==> src/hw/rtl/gvaf_pkg.sv <==
// ----------------------------------------------------------------------------
// gvaf_pkg
// Shared constants and types for the gravity vector attitude filter.
// ----------------------------------------------------------------------------
package gvaf_pkg;

    localparam int SAMPLE_WIDTH_DEF   = 16;
    localparam int ESTIMATE_WIDTH_DEF = 24;
    localparam logic [15:0] GAIN_RESET = 16'd655;

    // Datapath operations issued by the controller
    localparam logic [3:0] OP_LOAD   = 4'd0;  // latch sample, form angles, save old estimate
    localparam logic [3:0] OP_ROT    = 4'd1;  // one rotation term (step index selects)
    localparam logic [3:0] OP_FUSE   = 4'd2;  // one fusion term (component index)
    localparam logic [3:0] OP_MAG    = 4'd3;  // accumulate |g|^2 term
    localparam logic [3:0] OP_SQRT   = 4'd4;  // one square-root iteration
    localparam logic [3:0] OP_DIVINI = 4'd5;  // start a division
    localparam logic [3:0] OP_DIV    = 4'd6;  // one division bit
    localparam logic [3:0] OP_DIVEND = 4'd7;  // round and store a quotient
    localparam logic [3:0] OP_DOT    = 4'd8;  // accumulate dot term
    localparam logic [3:0] OP_OUT    = 4'd9;  // build the result
    localparam logic [3:0] OP_NOP    = 4'd10;

    typedef struct packed {
        logic [3:0] op;
        logic [2:0] idx;
    } gvaf_cmd_t;

    typedef struct packed {
        logic in_window;
        logic mag_zero;
    } gvaf_status_t;

endpackage

==> src/hw/rtl/gvaf_ctrl.sv <==
// ----------------------------------------------------------------------------
// gvaf_ctrl
// Sequencer: steps the datapath through one sample; the schedule depends on the status.
// ----------------------------------------------------------------------------
module gvaf_ctrl #(
    parameter int SQRT_STEPS = 32,
    parameter int DIV_STEPS  = 64
) (
    input  logic                  aclk,
    input  logic                  aresetn,
    input  logic                  start,
    input  logic                  out_free,
    input  gvaf_pkg::gvaf_status_t status,
    output gvaf_pkg::gvaf_cmd_t    cmd,
    output logic                  busy
);

    localparam logic [3:0] S_IDLE = 4'd0;
    localparam logic [3:0] S_ROT  = 4'd1;
    localparam logic [3:0] S_FUSE = 4'd2;
    localparam logic [3:0] S_MAG  = 4'd3;
    localparam logic [3:0] S_SQRT = 4'd4;
    localparam logic [3:0] S_DINI = 4'd5;
    localparam logic [3:0] S_DIV  = 4'd6;
    localparam logic [3:0] S_DEND = 4'd7;
    localparam logic [3:0] S_DOT  = 4'd8;
    localparam logic [3:0] S_OUT  = 4'd9;

    localparam int CW = $clog2(DIV_STEPS + 1) + 1;

    logic [3:0]    state_reg, state_next;
    logic [CW-1:0] cnt_reg, cnt_next;
    logic [2:0]    idx_reg, idx_next;

    always_ff @(posedge aclk) begin
        if (!aresetn) begin
            state_reg <= S_IDLE;
            cnt_reg   <= '0;
            idx_reg   <= '0;
        end else begin
            state_reg <= state_next;
            cnt_reg   <= cnt_next;
            idx_reg   <= idx_next;
        end
    end

    always_comb begin
        state_next = state_reg;
        cnt_next   = cnt_reg;
        idx_next   = idx_reg;
        cmd.op     = gvaf_pkg::OP_NOP;
        cmd.idx    = idx_reg;
        busy       = (state_reg != S_IDLE);
        unique case (state_reg)
            S_IDLE: begin
                // latch the sample on the accepting edge
                if (start) begin
                    cmd.op     = gvaf_pkg::OP_LOAD;
                    idx_next   = '0;
                    state_next = S_ROT;
                end
            end
            S_ROT: begin
                cmd.op   = gvaf_pkg::OP_ROT;
                idx_next = idx_reg + 3'd1;
                if (idx_reg == 3'd5) begin
                    idx_next   = '0;
                    state_next = status.in_window ? S_FUSE : S_MAG;
                end
            end
            S_FUSE: begin
                cmd.op   = gvaf_pkg::OP_FUSE;
                idx_next = idx_reg + 3'd1;
                if (idx_reg == 3'd2) begin
                    idx_next   = '0;
                    state_next = S_MAG;
                end
            end
            S_MAG: begin
                cmd.op   = gvaf_pkg::OP_MAG;
                idx_next = idx_reg + 3'd1;
                if (idx_reg == 3'd2) begin
                    idx_next   = '0;
                    cnt_next   = '0;
                    state_next = S_SQRT;
                end
            end
            S_SQRT: begin
                if (status.mag_zero) begin
                    state_next = S_DOT;
                end else begin
                    cmd.op   = gvaf_pkg::OP_SQRT;
                    cnt_next = cnt_reg + 1'b1;
                    if (cnt_reg == CW'(SQRT_STEPS - 1)) begin
                        state_next = S_DINI;
                    end
                end
            end
            S_DINI: begin
                cmd.op     = gvaf_pkg::OP_DIVINI;
                cnt_next   = '0;
                state_next = S_DIV;
            end
            S_DIV: begin
                cmd.op   = gvaf_pkg::OP_DIV;
                cnt_next = cnt_reg + 1'b1;
                if (cnt_reg == CW'(DIV_STEPS - 1)) begin
                    state_next = S_DEND;
                end
            end
            S_DEND: begin
                cmd.op   = gvaf_pkg::OP_DIVEND;
                idx_next = idx_reg + 3'd1;
                if (idx_reg == 3'd2) begin
                    idx_next   = '0;
                    state_next = S_DOT;
                end else begin
                    state_next = S_DINI;
                end
            end
            S_DOT: begin
                cmd.op   = gvaf_pkg::OP_DOT;
                idx_next = idx_reg + 3'd1;
                if (idx_reg == 3'd2) begin
                    idx_next   = '0;
                    state_next = S_OUT;
                end
            end
            S_OUT: begin
                if (out_free) begin
                    cmd.op     = gvaf_pkg::OP_OUT;
                    state_next = S_IDLE;
                end
            end
            default: state_next = S_IDLE;
        endcase
    end

endmodule

==> config.mk <==
export PLATFORM = sky130hd
export DESIGN_NAME = gvaf_ctrl
export DESIGN_NICKNAME = d
export VERILOG_FILES = /design/src/hw/rtl/gvaf_pkg.sv /design/src/hw/rtl/gvaf_ctrl.sv
export SDC_FILE = /design/constraint.sdc
export NUM_CORES = 1
export LEC_CHECK = 0
export ABC_CLOCK_PERIOD_IN_PS = 2600
export BUFFER_PORTS_ARGS = -buffer_cell sky130_fd_sc_hd__buf_2
export CORE_MARGIN = 4
export CORE_UTILIZATION = 25
export DETAILED_ROUTE_END_ITERATION = 8
export PLACE_DENSITY = 0.45
export REMOVE_ABC_BUFFERS = 1
export SYNTH_ARGS = -nofsm -noshare
export SYNTH_HDL_FRONTEND = slang
export SYNTH_SLANG_ARGS = --single-unit
export TNS_END_PERCENT = 5
==> constraint.sdc <==
create_clock -name aclk -period 2.6 [get_ports aclk]
set_input_delay 0.52 -clock aclk [delete_from_list [all_inputs] [get_ports aclk]]
set_output_delay 0.52 -clock aclk [all_outputs]
set_load 0.02 [all_outputs]
# ---- Yosys cells after proc, flatten, opt, wreduce, memory -nomap -nowiden
# Index checks and enable logic that the tools add are counted.
dict set report op_classes {
  addsub 2
  eq_ne 22
  muxes 23
  reduce_logical 8
}
# cell n
set ops {}
lappend ops {{$pmux W4 S10} 2}
lappend ops {{$mux W4} 12}
lappend ops {{$pmux W8 S4} 1}
lappend ops {{$eq A4 B3 Y1 const B} 4}
lappend ops {{$mux W8} 2}
lappend ops {{$ne A2 B2 Y1 const B} 8}
lappend ops {{$mux W3} 3}
lappend ops {{$pmux W3 S3} 1}
lappend ops {{$add A8 B1 Y8 const B} 1}
lappend ops {{$eq A4 B2 Y1 const B} 2}
lappend ops {{$eq A4 B4 Y1 const B} 2}
lappend ops {{$eq A8 B5 Y1 const B} 1}
lappend ops {{$eq A8 B6 Y1 const B} 1}
lappend ops {{$reduce_and A8 Y1} 1}
lappend ops {{$reduce_bool A4 Y1} 2}
lappend ops {{$eq A4 B1 Y1 const B} 1}
lappend ops {{$logic_not A4 Y1} 1}
lappend ops {{$reduce_or A4 Y1} 1}
lappend ops {{$add A3 B1 Y3 const B} 1}
lappend ops {{$eq A3 B2 Y1 const B} 1}
lappend ops {{$eq A3 B3 Y1 const B} 1}
lappend ops {{$ne A3 B3 Y1 const B} 1}
lappend ops {{$reduce_and A3 Y1} 1}
lappend ops {{$reduce_bool A3 Y1} 1}
lappend ops {{other kinds (3)} 3}
dict set report word_totals {
  reg_bits 15
  inputBits 6
  word_cells 58
}

# ---- Longest topological paths before layout
# Gate-level depths: netlist of the first run.
dict set report depth {
  word_depth 4
  ltp_mapped 7
  mapped_depth_nobuf 6
}

# ---- Least setup slack after synthesis of the first run
# Ideal clock, no wire load.
dict set report synth_path {
  path_kind {register to register}
  from {reg idx_reg[1]}
  to {reg cnt_reg[5]}
  setup_time_ns 0.135
  t_arrival_ns 2.034
  path_slack_ns 0.431
  stages_incl_launch_ff 8
  n_path_buf 2
  synth_period_minus_slack_ns 2.169
  path_cell_list {dfxtp_1 -> or3b_1 -> buf_2 -> or3_1 -> buf_6 -> a2111oi_2 -> xnor2_1 -> nor2_1}
}
dict set report synth_via {
  elab_chain_len 3
}
# element line_no
set synth_lines {}
lappend synth_lines {{from (decl)} gvaf_ctrl.sv:33} ;# logic [2:0] idx_reg, idx_next;
lappend synth_lines {{from (signal assigned)} gvaf_ctrl.sv:43} ;# idx_reg <= idx_next;
lappend synth_lines {{$eq A3 B2 Y1} gvaf_ctrl.sv:82} ;# if (idx_reg == 3'd2) begin
lappend synth_lines {{$ne A2 B2 Y1 (no source line)} n/a}
lappend synth_lines {{$reduce_and A3 Y1 (no source line)} n/a}
lappend synth_lines {{to (signal assigned)} gvaf_ctrl.sv:42} ;# cnt_reg <= cnt_next;
lappend synth_lines {{to (decl)} gvaf_ctrl.sv:32} ;# logic [CW-1:0] cnt_reg, cnt_next;
# No other way between the ends.
# A chain may end at the register's enable or synchronous reset.

# ---- Worst setup path after layout of the first run
# Same ends and word-level chain as after synthesis.

==> results of run 1 <==
## placed cells by master, fill, tap and decap left out, types with 2 or more instances in the layout
cell,n
a31oi_1,2
a2111oi_2,2
o21ai_0,7
xnor2_1,8
nand3_1,4
and3b_1,2
a211oi_1,4
buf_4,6
nor4_1,2
clkbuf_8,3
inv_1,5
nor2_1,15
nor3_1,5
dfxtp_1,15
a21oi_1,13
nand2_1,15
a21boi_0,2
buf_2,13
or3_1,2
nand4_1,3
## final cells by class
class                           count  area, um2  share of cell area
Multi-Input combinational cell    109        691               0.560
Sequential cell                    15        300               0.244
Timing Repair Buffer               19        110              0.0893
Tap cell                           50       62.6              0.0508
Clock buffer                        3       41.3              0.0335
Inverter                            6       22.5              0.0183
Clock inverter                      1       5.00             0.00406
## power groups by stage
stage / Clock, mW / Combinational [mW] / Sequential [mW]
global route: 0.210 / 0.412 / 0.303
floorplan: 0 / 0.228 / 0.309
finish: 0.194 / 0.368 / 0.297
detailed placement: 0 / 0.365 / 0.300
global placement: 0 / 0.367 / 0.301
CTS: 0.201 / 0.367 / 0.296
## kinds of logic (layout without fill, tap and decap cells)
kind of cell,after synthesis,count (layout),share of synthesized area
multiplexers,2,2,0.0200
AND/OR/NAND/NOR,57,57,0.268
flip-flops,15,15,0.283
buffers and inverters,16,29,0.0660
adder cells (fa/ha/maj),1,1,0.0118
AO/OA/AOI/OAI,41,41,0.285
XOR/XNOR,8,8,0.0660
## critical path: cells and delay by family (launching register included)
family	cells	cell delay, ps
DFF	1	390
AOI/OAI and AO/OA	1	440
and+or+nand+nor	3	1070
xor gates and xnor gates	1	170
## stage by stage
stage | setup WS (ps) | util | cells | total power [mW] | cell area (um2)
after floorplan | 439 | - | 130 | 0.537 | 1010
after global placement | 484 | 0.292 | 199 | 0.668 | 1190
after detailed placement | 443 | 0.292 | 199 | 0.666 | 1190
after CTS | 439 | 0.304 | 203 | 0.864 | 1230
after global routing | 266 | 0.304 | 203 | 0.925 | 1230
final | 432 | 0.304 | 203 | 0.859 | 1230
## worst paths after layout
| kind | depth (start not counted) | startpoint | slack, ps | endpoint |
|---|---|---|---|---|
| setup / recovery | 5 | idx_reg[1] | 430 | cnt_reg[5] |
| hold / removal | 2 | idx_reg[2] | 530 | idx_reg[2] |
| setup reg to reg | 5 | idx_reg[1] | 430 | cnt_reg[5] |
| hold reg to reg | 2 | idx_reg[2] | 530 | idx_reg[2] |
## routing by layer
metal | share of wire | track usage | vias to the layer above
met5 | 0 | 0 | -
met4 | 0.0094 | 0.0287 | 0
li1 | - | - | 538
met3 | 0.063 | 0.0275 | 2
met2 | 0.44 | 0.158 | 37
met1 | 0.49 | 0.143 | 486
==> results.sh, run 1 <==
export IMPL_status="finished, final reports clean"
export IMPL_ys_seq_elements=15
export IMPL_worstPathRequired_ps=2750
export IMPL_power_frac_clock=0.226
export IMPL_pwr_share_comb=0.429
export IMPL_avgViaCountPerCell=5.24
export IMPL_finalNetCount=161
export IMPL_p_sw_frac=0.418
export IMPL_synth_edf_count=0
export IMPL_n_antenna_cell=0
export IMPL_arrival_ps=2310
export IMPL_timing_fmax_mhz=461
export IMPL_cp_cell_sequence="or3b_1 > or3_1 > a2111oi_2 > xnor2_1 > nor2_1"
export IMPL_cts_sinks=15
export IMPL_synth_warnings=0
export IMPL_cts_resized_gates=0
export IMPL_cts_buffers=3
export IMPL_intPower_uw=500
export IMPL_grt_pass1_vias=959
export IMPL_final_max_slew_viol_count=0
export IMPL_dpl_hpwl_um=2010
export IMPL_root_buffer="clkbuf_8"
export IMPL_rows=23
export IMPL_ant_nets=0
export IMPL_fin_skew_ps=2.39
export IMPL_drt_iter0_drc=40
export IMPL_slew_headroom=0.446
export IMPL_power_density_nw_per_um2=697
export IMPL_coreArea_um2=4060
export IMPL_async_reset_ff_frac=0
export IMPL_grt_overflow_total=0
export IMPL_synthFlopType="dfxtp_1"
export IMPL_tns_ps=0
export IMPL_syn_to_final_growth_pct=16.2
export IMPL_leakage_nw=0.437
export IMPL_grt_pass1_wl_um=4420
export IMPL_finalSetupViolCount=0
export IMPL_hold_class="reg -> reg"
export IMPL_vias=1063
export IMPL_hold_violations=0
export IMPL_io_pins=14
export IMPL_drt_first_pass_iters=4
export IMPL_die_h_um=73.1
export IMPL_portBuffers=13
export IMPL_drc=0
export IMPL_start_util=0.261
export IMPL_grtUsageTotal=0.104
export IMPL_hold_buffers=0
export IMPL_post_cts_buffers=0
export IMPL_drive_gt1_frac=0.183
export IMPL_cts_buffer_depth=2
export IMPL_netlist_top_cells_area="dfxtp_1 (28%), xnor2_1 (6.6%), a21oi_1 (6.1%)"
export IMPL_largest_reg_flops=8
export IMPL_worst_path_max_fanout=7
export IMPL_end_kind="flip-flop"
export IMPL_synth_top_area_frac=0.283
export IMPL_grt_start_max_net_pins=16
export IMPL_crit_type="reg -> reg"
export IMPL_dieArea_um2=5350
export IMPL_clk_pin_slew_worst_paths_ps=70
export IMPL_yosys_area_top_type="dfxtp_1"
export IMPL_fill_cells=430
export IMPL_max_stage_delay_ps=550
export IMPL_gp_congestion=0.823
export IMPL_rsz0062_at_grt="false"
export IMPL_drt_wl_total_um=2650
export IMPL_cts_htree_levels=1
export IMPL_syn_inst=140
export IMPL_seqPwrFrac=0.346
export IMPL_tightest_slew_ps=827
export IMPL_clk_latency_ps=250
export IMPL_die_width_um=73.1
export IMPL_syn_area_um2=1060
export IMPL_switching_power_uw=359
export IMPL_avgRoutedWirePerCell_um=13.1
export IMPL_seq_area_frac_synth=0.283
export IMPL_synth_distinct_cells=45
export IMPL_avgSynthCellArea_um2=7.58
export IMPL_cp_start_kind="flip-flop"
export IMPL_drv_cap=0
export IMPL_peakVddDrop_v=0.000281
export IMPL_antenna_found_initial=0
export IMPL_cts_tree="yes"
export IMPL_cp_slowest_cell="or3_1"
export IMPL_hold_slack_ps=530
export IMPL_fin_crit_ps=2170
export IMPL_synthTopCellsByCount="dfxtp_1 (15), nand2_1 (15), nor2_1 (15)"
export IMPL_timing_final_crit_share=0.834
(Power assumes the default switching activity.)
==> run 2, diff against run 1 <==
--- a/config.mk
+++ b/config.mk
@@ -5,7 +5,7 @@
 export SDC_FILE = /design/constraint.sdc
 export NUM_CORES = 1
 export LEC_CHECK = 0
-export ABC_CLOCK_PERIOD_IN_PS = 2600
+export ABC_CLOCK_PERIOD_IN_PS = 2250
 export BUFFER_PORTS_ARGS = -buffer_cell sky130_fd_sc_hd__buf_2
 export CORE_MARGIN = 4
 export CORE_UTILIZATION = 25
==> constraint.sdc (replaced) <==
create_clock -name aclk -period 2.25 [get_ports aclk]
set_input_delay 0.45 -clock aclk [delete_from_list [all_inputs] [get_ports aclk]]
set_output_delay 0.45 -clock aclk [all_outputs]
set_load 0.02 [all_outputs]
==> run 2 against run 1 <==
Sequential share of layout area down 0.41 points. Core utilization up 0.52 points. Largest power group unchanged. Clock skew up 1.9 ps. Highest routed layer unchanged. Clock power up 13%. Sequential cell count unchanged. Non-clock buffer count up 3. Critical path depth down 1. Critical path type is now reg -> out. Via count down 1.9%. Critical endpoint is now busy. Global-route usage up 0.41 points. Setup slack worse by 290 ps. Combinational power up 20%. Clock-buffer cell count up 1.
==> results.sh, run 2 (synthesized netlist as in run 1, its figures left out) <==
export IMPL_die_width_um=73.1
export IMPL_endpoint="busy"
export IMPL_leakage_nw=0.446
export IMPL_peakVddDrop_v=0.000347
export IMPL_dpl_cell_area_um2=1210
export IMPL_coreArea_um2=4060
export IMPL_final_max_slew_viol_count=0
export IMPL_grtUsageTotal=0.108
export IMPL_start_util=0.261
export IMPL_finalSetupViolCount=0
export IMPL_antenna_found_initial=0
export IMPL_post_cts_buffers=0
export IMPL_vias=1043
export IMPL_drt_first_pass_iters=4
export IMPL_top_usage_layer="met2"
export IMPL_power_density_nw_per_um2=799
export IMPL_total_power_mw=1.00
export IMPL_arrival_ps=1660
export IMPL_crit_type="reg -> out"
export IMPL_dieArea_um2=5350
export IMPL_reg2reg_from="idx_reg[1]"
export IMPL_cts_resized_gates=0
export IMPL_tightest_slew_ps=593
export IMPL_hold_class="in -> reg"
export IMPL_grt_start_max_net_pins=20
export IMPL_portBuffers=13
export IMPL_fin_skew_ps=4.25
export IMPL_worstSetupStartpoint="state_reg[0]"
export IMPL_drt_wl_total_um=2630
export IMPL_cts_htree_levels=1
export IMPL_largest_reg_flops=8
export IMPL_worstPathRequired_ps=1800
export IMPL_rsz0062_at_grt="false"
export IMPL_gp_congestion=0.787
export IMPL_drc=0
export IMPL_r2r_slack_ps=190
export IMPL_io_pins=14
export IMPL_design_area_um2=1250
export IMPL_avgViaCountPerCell=5.06
export IMPL_die_h_um=73.1
export IMPL_cts_buffer_depth=2
export IMPL_hold_buffers=0
export IMPL_finalNetCount=164
export IMPL_met3_usage=0.0262
export IMPL_worst_path_max_fanout=12
export IMPL_root_buffer="clkbuf_8"
export IMPL_clk_pin_slew_worst_paths_ps=60
export IMPL_clk_latency_ps=250
export IMPL_ant_nets=0
export IMPL_avgRoutedWirePerCell_um=12.8
export IMPL_drt_iter0_drc=36
export IMPL_fill_cells=452
export IMPL_slew_headroom=0.604
export IMPL_grt_pass1_vias=1034
export IMPL_drv_cap=0
export IMPL_cts_sinks=15
export IMPL_tns_ps=0
export IMPL_worst_r2r_cell_count=5
export IMPL_drive_gt1_frac=0.192
export IMPL_timing_final_crit_share=0.937
export IMPL_grt_pass1_wl_um=4670
export IMPL_syn_to_final_growth_pct=18.2
export IMPL_cp_start_kind="flip-flop"
export IMPL_n_antenna_cell=0
export IMPL_dp_cells=202
export IMPL_rows=23
export IMPL_fin_crit_ps=2110
export IMPL_status="finished, final reports clean"
export IMPL_final_cell_mix="nor2_1 (15), nand2_1 (15), dfxtp_1 (15)"
export IMPL_end_kind="output port"
export IMPL_dpl_hpwl_um=2020
export IMPL_hold_violations=0
export IMPL_cts_buffers=3
export IMPL_fin_cells=206
export IMPL_timing_fmax_mhz=474
export IMPL_worstHoldStart="aresetn"
export IMPL_cts_tree="yes"
export IMPL_grt_use_met2=0.175
export IMPL_grtUsageMet1=0.143
export IMPL_grt_overflow_total=0
export IMPL_r2r_end="cnt_reg[6]"
==> run 2: cell types whose count changed in the layout (fill, tap and decap cells not counted) <==
cell,change
clkinv_2,-1
clkbuf_1,+1
buf_4,+3
==> run 2: per-stage QoR <==
step / setup slack [ps] / hold slack [ps] / util
CTS: 146 / 483 / 0.309
detailed placement: 194 / 516 / 0.298
finish: 142 / 486 / 0.309
global placement: 244 / 496 / 0.298
floorplan: 89.5 / 485 / -
global route: 17.5 / 498 / 0.309
==> run 2: area by class of cell <==
class / instances / area [um2] / share of cell area
Tap cell: 50 / 62.6 / 0.0499
Timing Repair Buffer: 22 / 133 / 0.106
Clock buffer: 4 / 45.0 / 0.0359
Inverter: 6 / 22.5 / 0.0180
Sequential cell: 15 / 300 / 0.240
Multi-Input combinational cell: 109 / 691 / 0.551
==> run 2: report_power, final <==
part           total (mW)  switching (mW)  internal, mW
clock               0.220          0.0948         0.125
combinational       0.442           0.264         0.178
sequential          0.339          0.0507         0.288
total                1.00           0.409         0.592
==> run 2: worst min-delay path by stage <==
stage | slack, ps | depth (start not counted) | end
after detailed placement | 520 | 2 | idx_reg[2]
final | 490 | 2 | state_reg[0]
after global routing | 500 | 2 | state_reg[0]
after global placement | 500 | 2 | idx_reg[2]
after floorplan | 490 | 2 | cnt_reg[7]
after CTS | 480 | 2 | state_reg[0]
==> run 2: critical path, cell delays in order, from the launching register on <==
cell     delay [ps]
dfxtp_1         430
buf_4           220
nor3_1          490
nand2_1         100
buf_2           170
==> run 2: metal layers <==
| metal | share of wire | vias to the layer above |
|---|---|---|
| li1 | - | 537 |
| met1 | 0.50 | 490 |
| met2 | 0.46 | 14 |
| met3 | 0.027 | 2 |
| met4 | 0.0076 | 0 |
| met5 | 0 | - |
